`src/sv/tto_pkg.sv`:
```
// Shared types and constants for the timeout timer pool.
`timescale 1ns / 1ps

package tto_pkg;

	// Default number of timer slots in the pool.
	localparam int TIMER_SLOTS_DEF = 32;
	// Width of a time value in microseconds.
	localparam int TIME_BITS = 32;
	// Width of a slot handle on the ports.
	localparam int SLOT_W = 5;
	localparam int SUBJECT_W = 32;
	localparam int TAG_W = 8;

	// Command codes of a request.
	typedef enum logic [1:0] {
		CMD_SCHEDULE = 2'd0,
		CMD_CANCEL   = 2'd1,
		CMD_TICK     = 2'd2
	} cmd_t;

	// Kinds of result.
	typedef enum logic [2:0] {
		KIND_SCHEDULED = 3'd0,
		KIND_POOL_FULL = 3'd1,
		KIND_CANCELLED = 3'd2,
		KIND_EXPIRED   = 3'd3,
		KIND_TICK_DONE = 3'd4
	} kind_t;

	// One request as it arrives.
	typedef struct packed {
		logic [1:0]           command;
		logic [TIME_BITS-1:0] current_time;
		logic [TIME_BITS-1:0] delay;
		logic [SUBJECT_W-1:0] subject;
		logic [TAG_W-1:0]     callback_tag;
		logic [SLOT_W-1:0]    slot_handle;
	} request_t;

	// One result as it leaves.
	typedef struct packed {
		kind_t                kind;
		logic [SLOT_W-1:0]    slot;
		logic [SUBJECT_W-1:0] expired_subject;
		logic [TAG_W-1:0]     expired_tag;
		logic                 last;
	} result_t;

	// Contents of one timer slot, as held in a cell and passed along the ring.
	typedef struct packed {
		logic                 in_use;
		logic                 expired;
		logic [TIME_BITS:0]   deadline;
		logic [SUBJECT_W-1:0] subject;
		logic [TAG_W-1:0]     tag;
	} slot_t;

	// Per-cell control from the sequencer.
	typedef struct packed {
		logic shift;
		logic load;
		logic cancel;
	} cell_ctl_t;

endpackage

```
`src/sv/timeout_timer_pool.sv`:
```
// Top level of the timeout timer pool: a ring of timer cells and its sequencer.
//
//  channel   ports                              handshake
//  request   request, start, busy               taken when start & !busy
//  result    result, result_valid               one-cycle strobe, no back-pressure
//  config    cfg_we, cfg_wdata                  written when cfg_we is high
//
// The result of a schedule or cancel shows in the next cycle.
// A tick holds busy while the slot ring turns once, one
// slot a cycle past the compare at its head, then the tick-done result follows.
// Reset clears all slots to free and the cached time to zero; no clearing pass.
// Results cannot be stalled, so each appears for exactly one cycle.
`timescale 1ns / 1ps

module timeout_timer_pool #(
	parameter int TIMER_SLOTS = tto_pkg::TIMER_SLOTS_DEF
) (
	input  logic              clk,
	input  logic              arst_n,
	input  logic              start,
	output logic              busy,
	input  tto_pkg::request_t request,
	output logic              result_valid,
	output tto_pkg::result_t  result,
	input  logic              cfg_we,
	input  logic              cfg_wdata
);

	localparam int IDX_W = $clog2(TIMER_SLOTS);

	typedef enum logic [2:0] {
		ST_IDLE = 3'b001,
		ST_SCAN = 3'b010,
		ST_DONE = 3'b100
	} state_t;

	state_t                           state_q;
	logic [IDX_W-1:0]                 step_q;
	logic [tto_pkg::TIME_BITS-1:0]    cached_q;
	logic                             use_cached_q;
	logic                             res_vld_q;
	tto_pkg::result_t                 res_q;

	tto_pkg::slot_t                   cell_q [TIMER_SLOTS];
	tto_pkg::slot_t                   cell_in [TIMER_SLOTS];
	tto_pkg::cell_ctl_t               cell_ctl [TIMER_SLOTS];
	tto_pkg::slot_t                   load_data;
	tto_pkg::slot_t                   head;
	tto_pkg::slot_t                   tail;
	logic [TIMER_SLOTS-1:0]           used;
	logic                             any_free;
	logic [IDX_W-1:0]                 free_idx;
	logic                             accept;
	logic                             sched_fire;
	logic                             cancel_fire;
	logic                             hit;
	logic [tto_pkg::TIME_BITS-1:0]    sched_start;

	assign busy   = (state_q != ST_IDLE);
	assign accept = start && !busy;
	assign sched_fire  = accept && (request.command == tto_pkg::CMD_SCHEDULE);
	assign cancel_fire = accept && (request.command == tto_pkg::CMD_CANCEL);

	// Lowest free slot, found from the in-use bits of all cells.
	always_comb begin
		any_free = 1'b0;
		free_idx = '0;
		for (int i = TIMER_SLOTS - 1; i >= 0; i--) begin
			if (!used[i]) begin
				any_free = 1'b1;
				free_idx = IDX_W'(i);
			end
		end
	end

	// New slot contents for a schedule request.
	assign sched_start = use_cached_q ? cached_q : request.current_time;
	always_comb begin
		load_data.in_use   = 1'b1;
		load_data.expired  = 1'b0;
		load_data.deadline = {1'b0, sched_start} + {1'b0, request.delay};
		load_data.subject  = request.subject;
		load_data.tag      = request.callback_tag;
	end

	// Head of the ring: expiry test and freeing of expired slots.
	assign head = cell_q[0];
	assign hit  = head.in_use && !head.expired && (head.deadline < {1'b0, cached_q});
	always_comb begin
		tail = head;
		if (head.in_use && (head.expired || hit)) begin
			tail.in_use  = 1'b0;
			tail.expired = 1'b0;
		end
	end

	// The ring of cells; the head slot wraps round to the tail after checking.
	for (genvar i = 0; i < TIMER_SLOTS; i++) begin : g_cell
		if (i == TIMER_SLOTS - 1) begin : g_tail
			assign cell_in[i] = tail;
		end else begin : g_mid
			assign cell_in[i] = cell_q[i+1];
		end

		assign used[i] = cell_q[i].in_use;
		assign cell_ctl[i].shift  = (state_q == ST_SCAN);
		assign cell_ctl[i].load   = sched_fire && any_free && (free_idx == IDX_W'(i));
		assign cell_ctl[i].cancel = cancel_fire && (32'(request.slot_handle) == i);

		tto_cell u_cell (
			.clk       (clk),
			.arst_n    (arst_n),
			.ctl       (cell_ctl[i]),
			.load_data (load_data),
			.shift_in  (cell_in[i]),
			.slot_q    (cell_q[i])
		);
	end

	// Configuration register.
	always_ff @(posedge clk or negedge arst_n) begin
		if (!arst_n) begin
			use_cached_q <= 1'b1;
		end else if (cfg_we) begin
			use_cached_q <= cfg_wdata;
		end
	end

	// Sequencer: tick scan over the ring, cached time and step count.
	always_ff @(posedge clk or negedge arst_n) begin
		if (!arst_n) begin
			state_q  <= ST_IDLE;
			step_q   <= '0;
			cached_q <= '0;
		end else begin
			case (state_q)
				ST_IDLE: begin
					if (accept && (request.command == tto_pkg::CMD_TICK)) begin
						state_q  <= ST_SCAN;
						step_q   <= '0;
						cached_q <= request.current_time;
					end
				end
				ST_SCAN: begin
					step_q <= step_q + IDX_W'(1);
					if (step_q == IDX_W'(TIMER_SLOTS - 1)) begin
						state_q <= ST_DONE;
					end
				end
				ST_DONE: begin
					state_q <= ST_IDLE;
				end
				default: begin
					state_q <= ST_IDLE;
				end
			endcase
		end
	end

	// Result strobe.
	always_ff @(posedge clk or negedge arst_n) begin
		if (!arst_n) begin
			res_vld_q <= 1'b0;
		end else begin
			res_vld_q <= sched_fire || cancel_fire
				|| ((state_q == ST_SCAN) && hit) || (state_q == ST_DONE);
		end
	end

	// Result payload.
	always_ff @(posedge clk) begin
		res_q.kind            <= tto_pkg::KIND_TICK_DONE;
		res_q.slot            <= '0;
		res_q.expired_subject <= '0;
		res_q.expired_tag     <= '0;
		res_q.last            <= 1'b1;
		if (state_q == ST_SCAN) begin
			res_q.kind            <= tto_pkg::KIND_EXPIRED;
			res_q.slot            <= tto_pkg::SLOT_W'(step_q);
			res_q.expired_subject <= head.subject;
			res_q.expired_tag     <= head.tag;
			res_q.last            <= 1'b0;
		end else if (sched_fire) begin
			if (any_free) begin
				res_q.kind <= tto_pkg::KIND_SCHEDULED;
				res_q.slot <= tto_pkg::SLOT_W'(free_idx);
			end else begin
				res_q.kind <= tto_pkg::KIND_POOL_FULL;
			end
		end else if (cancel_fire) begin
			res_q.kind <= tto_pkg::KIND_CANCELLED;
			res_q.slot <= request.slot_handle;
		end
	end

	assign result_valid = res_vld_q;
	assign result       = res_q;

endmodule

```
`src/sv/tto_cell.sv`:
```
// One timer cell of the ring: holds a slot, loads, cancels or passes it on.
`timescale 1ns / 1ps

module tto_cell (
	input  logic               clk,
	input  logic               arst_n,
	input  tto_pkg::cell_ctl_t ctl,
	input  tto_pkg::slot_t     load_data,
	input  tto_pkg::slot_t     shift_in,
	output tto_pkg::slot_t     slot_q
);

	logic                          in_use_q;
	logic                          expired_q;
	logic [tto_pkg::TIME_BITS:0]   deadline_q;
	logic [tto_pkg::SUBJECT_W-1:0] subject_q;
	logic [tto_pkg::TAG_W-1:0]     tag_q;

	// Status bits are control state and are cleared by reset.
	always_ff @(posedge clk or negedge arst_n) begin
		if (!arst_n) begin
			in_use_q  <= 1'b0;
			expired_q <= 1'b0;
		end else if (ctl.shift) begin
			in_use_q  <= shift_in.in_use;
			expired_q <= shift_in.expired;
		end else if (ctl.load) begin
			in_use_q  <= load_data.in_use;
			expired_q <= load_data.expired;
		end else if (ctl.cancel && in_use_q) begin
			expired_q <= 1'b1;
		end
	end

	// Timer payload is only read for slots in use, so it needs no reset.
	always_ff @(posedge clk) begin
		if (ctl.shift) begin
			deadline_q <= shift_in.deadline;
			subject_q  <= shift_in.subject;
			tag_q      <= shift_in.tag;
		end else if (ctl.load) begin
			deadline_q <= load_data.deadline;
			subject_q  <= load_data.subject;
			tag_q      <= load_data.tag;
		end
	end

	// The held slot as seen by the neighbours and the sequencer.
	always_comb begin
		slot_q.in_use   = in_use_q;
		slot_q.expired  = expired_q;
		slot_q.deadline = deadline_q;
		slot_q.subject  = subject_q;
		slot_q.tag      = tag_q;
	end

endmodule

```
`config.mk`:
```
export PLATFORM = sky130hd
export DESIGN_NAME = timeout_timer_pool
export DESIGN_NICKNAME = d
export VERILOG_FILES = /design/src/sv/tto_pkg.sv /design/src/sv/timeout_timer_pool.sv /design/src/sv/tto_cell.sv
export SDC_FILE = /design/constraint.sdc
export NUM_CORES = 2
export LEC_CHECK = 0
export BUFFER_PORTS_ARGS = -buffer_cell sky130_fd_sc_hd__buf_2
export CAP_MARGIN = 20
export CORE_MARGIN = 5
export CORE_UTILIZATION = 31
export CTS_CLUSTER_DIAMETER = 120
export CTS_CLUSTER_SIZE = 14
export DETAILED_ROUTE_END_ITERATION = 12
export PLACE_DENSITY = 0.52
export SYNTH_ARGS = -nofsm -noshare
export SYNTH_HDL_FRONTEND = slang
export SYNTH_SLANG_ARGS = --single-unit
export TNS_END_PERCENT = 10
```
`constraint.sdc`:
```
create_clock -name clk -period 10 [get_ports clk]
set_clock_uncertainty 0.2 [all_clocks]
set_input_delay 1 -clock clk [delete_from_list [all_inputs] [get_ports clk]]
set_output_delay 1 -clock clk [all_outputs]
set_load 0.1 [all_outputs]
```
==> impl_metrics.env <==
export IMPL_status="completed"
export IMPL_detail_route_antenna_nets=0
export IMPL_placement_cell_area_um2=106000
export IMPL_synth_seq_cells=2491
export IMPL_worst_ep_arrival_time_ps=5800
export IMPL_place_gp_congestion=0.822
export IMPL_grt_setup_unrepaired="false"
export IMPL_final_util=0.345
export IMPL_avgRoutedWirePerCell_um=22.7
export IMPL_dieArea_um2=335000
export IMPL_required_ps=10510
export IMPL_syn_inst=6648
export IMPL_worst_slew_margin_rel=0.237
export IMPL_drv_slew=0
export IMPL_synth_main_ff_cell="edfxtp_1"
export IMPL_io_pins=167
export IMPL_design_area_um2=112000
export IMPL_post_route_cells_drive_above_1_share=0.106
export IMPL_cts_root_to_sink_buffers=4
export IMPL_first_pass_grt_wire_length_um=375000
export IMPL_drt_pass1_iterations=6
export IMPL_worst_slew_pin_slew_ps=1140
export IMPL_timing_max_cap_violations=0
export IMPL_post_cts_repair_setup_buffers=0
export IMPL_crit_path_end="g_cell[31].u_cell.subject_q[22]"
export IMPL_design_final_nets=6734
export IMPL_yosysTopAreaCell="edfxtp_1"
export IMPL_worst_r2r_setup_slack_ps=4710
export IMPL_cts_buffers_inserted=202
export IMPL_maximum_level_of_the_cts_h_tree=4
export IMPL_grt_max_degree=197
export IMPL_fin_ws_ps=4710
export IMPL_reg2reg_from="state_q[1]"
export IMPL_die_width_um=579
export IMPL_tritoncts="built"
export IMPL_seq_area_frac_synth=0.735
export IMPL_max_freq_mhz=189
export IMPL_total_standard_cell_area_after_synthesis_um2=100000
export IMPL_core_area_um2=323000
export IMPL_yosysWarningCount=0
export IMPL_static_leakage_nw=45.0
export IMPL_synth_top_cell_area_share=0.698
export IMPL_finalHoldViolCount=0
export IMPL_setup_worst_path_class="reg2reg"
export IMPL_floorplan_initialDensity=0.310
export IMPL_worstReg2RegEnd="g_cell[31].u_cell.subject_q[22]"
export IMPL_route_final_wire_length_um=249000
export IMPL_postSynth_asyncResetShare=0.0426
export IMPL_worst_r2r_path_depth=8
export IMPL_setup_viol_count_final=0
export IMPL_worstPathMaxFanout=196
export IMPL_cts_reportedPaths_clkPinSlew_ps=70
export IMPL_synth_edff_count=2336
export IMPL_area_growth_syn_to_fin_pct=11.2
export IMPL_fin_crit_ps=5290
export IMPL_vias=55400
export IMPL_die_height_um=579
export IMPL_net_count_synth=6830
export IMPL_cts_hold_fix_buffers=0
export IMPL_worst_ir_drop_vdd_uv=146
export IMPL_place_detailed_hpwl_um=133000
export IMPL_fin_tns_setup_ps=0
export IMPL_drt_vias_per_instance=5.04
export IMPL_final_min_period_over_clock_period=0.529
export IMPL_worstHoldPathType="in2async"
export IMPL_netlist_cell_type_count=96
export IMPL_clock_sink_count=2491
export IMPL_power_density_cell_area_nw_per_um2=213
export IMPL_critical_path_startpoint_type="flop"
export IMPL_drt_iter0_drc=5167
export IMPL_synth_avg_cell_area_um2=15.1
export IMPL_final_hold_worst_slack_ps=61.6
export IMPL_endpoint_kind="flop"
export IMPL_drc=0
export IMPL_globalRouteTotalUtil=0.145
export IMPL_netlist_top_cells_area="edfxtp_1, a21o_1, dfrtp_1"
export IMPL_number_of_inserted_filler_cells_in_the_final_layout=31200
export IMPL_core_rowCount=209
export IMPL_io_buffers=166
export IMPL_clkLatencyLatePin_ps=840
export IMPL_globalRoute_totalOverflow=0
export IMPL_place_worst_setup_slack_ps=4580
export IMPL_grt_antenna_before_repair=8
export IMPL_cts_resized=0
export IMPL_first_global_vias=55500
export IMPL_startpoint="state_q[1]"
export IMPL_clock_tree_root_cell="clkbuf_16"
-- how the worst min path moves through the flow --
stage | startpoint | end | slack [ps] | cells after the start
CTS | arst_n | cached_q[8] | 50 | 1
floorplan | g_cell[0].u_cell.subject_q[8] | result[17] | 230 | 1
finish | arst_n | cached_q[8] | 60 | 1
global route | arst_n | cached_q[8] | 100 | 1
global placement | g_cell[0].u_cell.subject_q[16] | result[25] | 250 | 1
detailed placement | g_cell[0].u_cell.subject_q[14] | result[23] | 250 | 1
-- critical path, cell delays in order (launching register included) --
cell,delay (ps)
dfrtp_1,400
nor2b_1,220
and2b_4,610
buf_12,570
buf_4,840
buf_4,730
buf_12,590
and2_1,290
or2_2,140
-- Yosys cell counts (38+ instances only) --
library cell / instances
a21oi_1: 128
a31oi_1: 38
ha_1: 65
buf_2: 59
and2_1: 88
inv_1: 57
clkbuf_1: 500
o21ai_0: 156
nor2_1: 193
or2_2: 41
o21a_1: 135
nor3_1: 65
nand2_1: 309
a21o_1: 1962
dfxtp_1: 49
dfrtp_1: 104
edfxtp_1: 2336
-- placed cells by master, fill, tap and decap left out, drive strengths merged, types with 7 or more instances in the layout --
| master | instances |
|---|---|
| nand2 | 309 |
| and3 | 10 |
| clkbuf | 310 |
| o211ai | 11 |
| a21oi | 129 |
| dfxtp | 49 |
| nand4 | 15 |
| o31ai | 10 |
| dfrtp | 104 |
| buf | 301 |
| nor3b | 10 |
| a311o | 7 |
| a41oi | 9 |
| a21o | 1962 |
| o21ai | 168 |
| ha | 65 |
| nor2 | 194 |
| nand2b | 18 |
| mux2 | 34 |
| inv | 64 |
| edfxtp | 2336 |
| a22o | 11 |
| or2 | 42 |
| and2 | 88 |
| mux2i | 17 |
| a211oi | 13 |
| o21a | 136 |
| nand3 | 33 |
| nor3 | 69 |
| a31oi | 40 |
-- kinds of logic after synthesis --
group,after synthesis,synth area share
XOR/XNOR,9,0.000785
multiplexers,51,0.00554
AND/OR/NAND/NOR,814,0.0380
flip-flops,2491,0.735
AO/OA/AOI/OAI,2557,0.186
adder cells (fa/ha/maj),66,0.00830
buffers and inverters,660,0.0267
-- metrics by stage --
| stage | power (mW) | cells |
|---|---|---|
| 5_1_grt | 24.9 | 11000 |
| 3_5_place_dp | 16.6 | 10700 |
| 4_1_cts | 24.1 | 11000 |
| 2_1_floorplan | 15.4 | 6648 |
| 6_report | 23.8 | 11000 |
| 3_3_place_gp | 16.5 | 10700 |
-- flip-flops by register name (all words and copies together) (netlist names) --
name	cells
cached_q	32
g_cell.u_cell.deadline_q	1056
result	49
g_cell.u_cell.subject_q	1024
g_cell.u_cell.expired_q	32
g_cell.u_cell.tag_q	256
result_valid	1
g_cell.u_cell.in_use_q	32
use_cached_q	1
state_q	3
step_q	5
-- power by group --
part	leakage (nW)	switching, mW	total (mW)	internal [mW]
logic	19.6	2.38	3.92	1.53
clock network	2.74	3.68	7.49	3.81
registers	22.7	0.146	12.4	12.3
-- layout make-up --
type	instances	area [um^2]	share of cell area
flip-flops and latches	2491	73800	0.660
multi-input cells	3497	24500	0.219
clock buffers	308	5540	0.0496
well taps	4325	5410	0.0484
repair buffers	303	2120	0.0190
inverters	57	221	0.00198
clock inverters	13	176	0.00158
diodes	2	5.00	0.0000448
-- per-layer routing --
| metal | GRT usage | up-vias | part of all wire |
|---|---|---|---|
| met5 | 0 | - | 0.000028 |
| met4 | 0.0306 | 2 | 0.020 |
| met3 | 0.0225 | 310 | 0.051 |
| met2 | 0.221 | 1305 | 0.44 |
| met1 | 0.220 | 29000 | 0.49 |
| li1 | - | 24800 | - |
No activity file was read; power rests on OpenSTA's default activity.
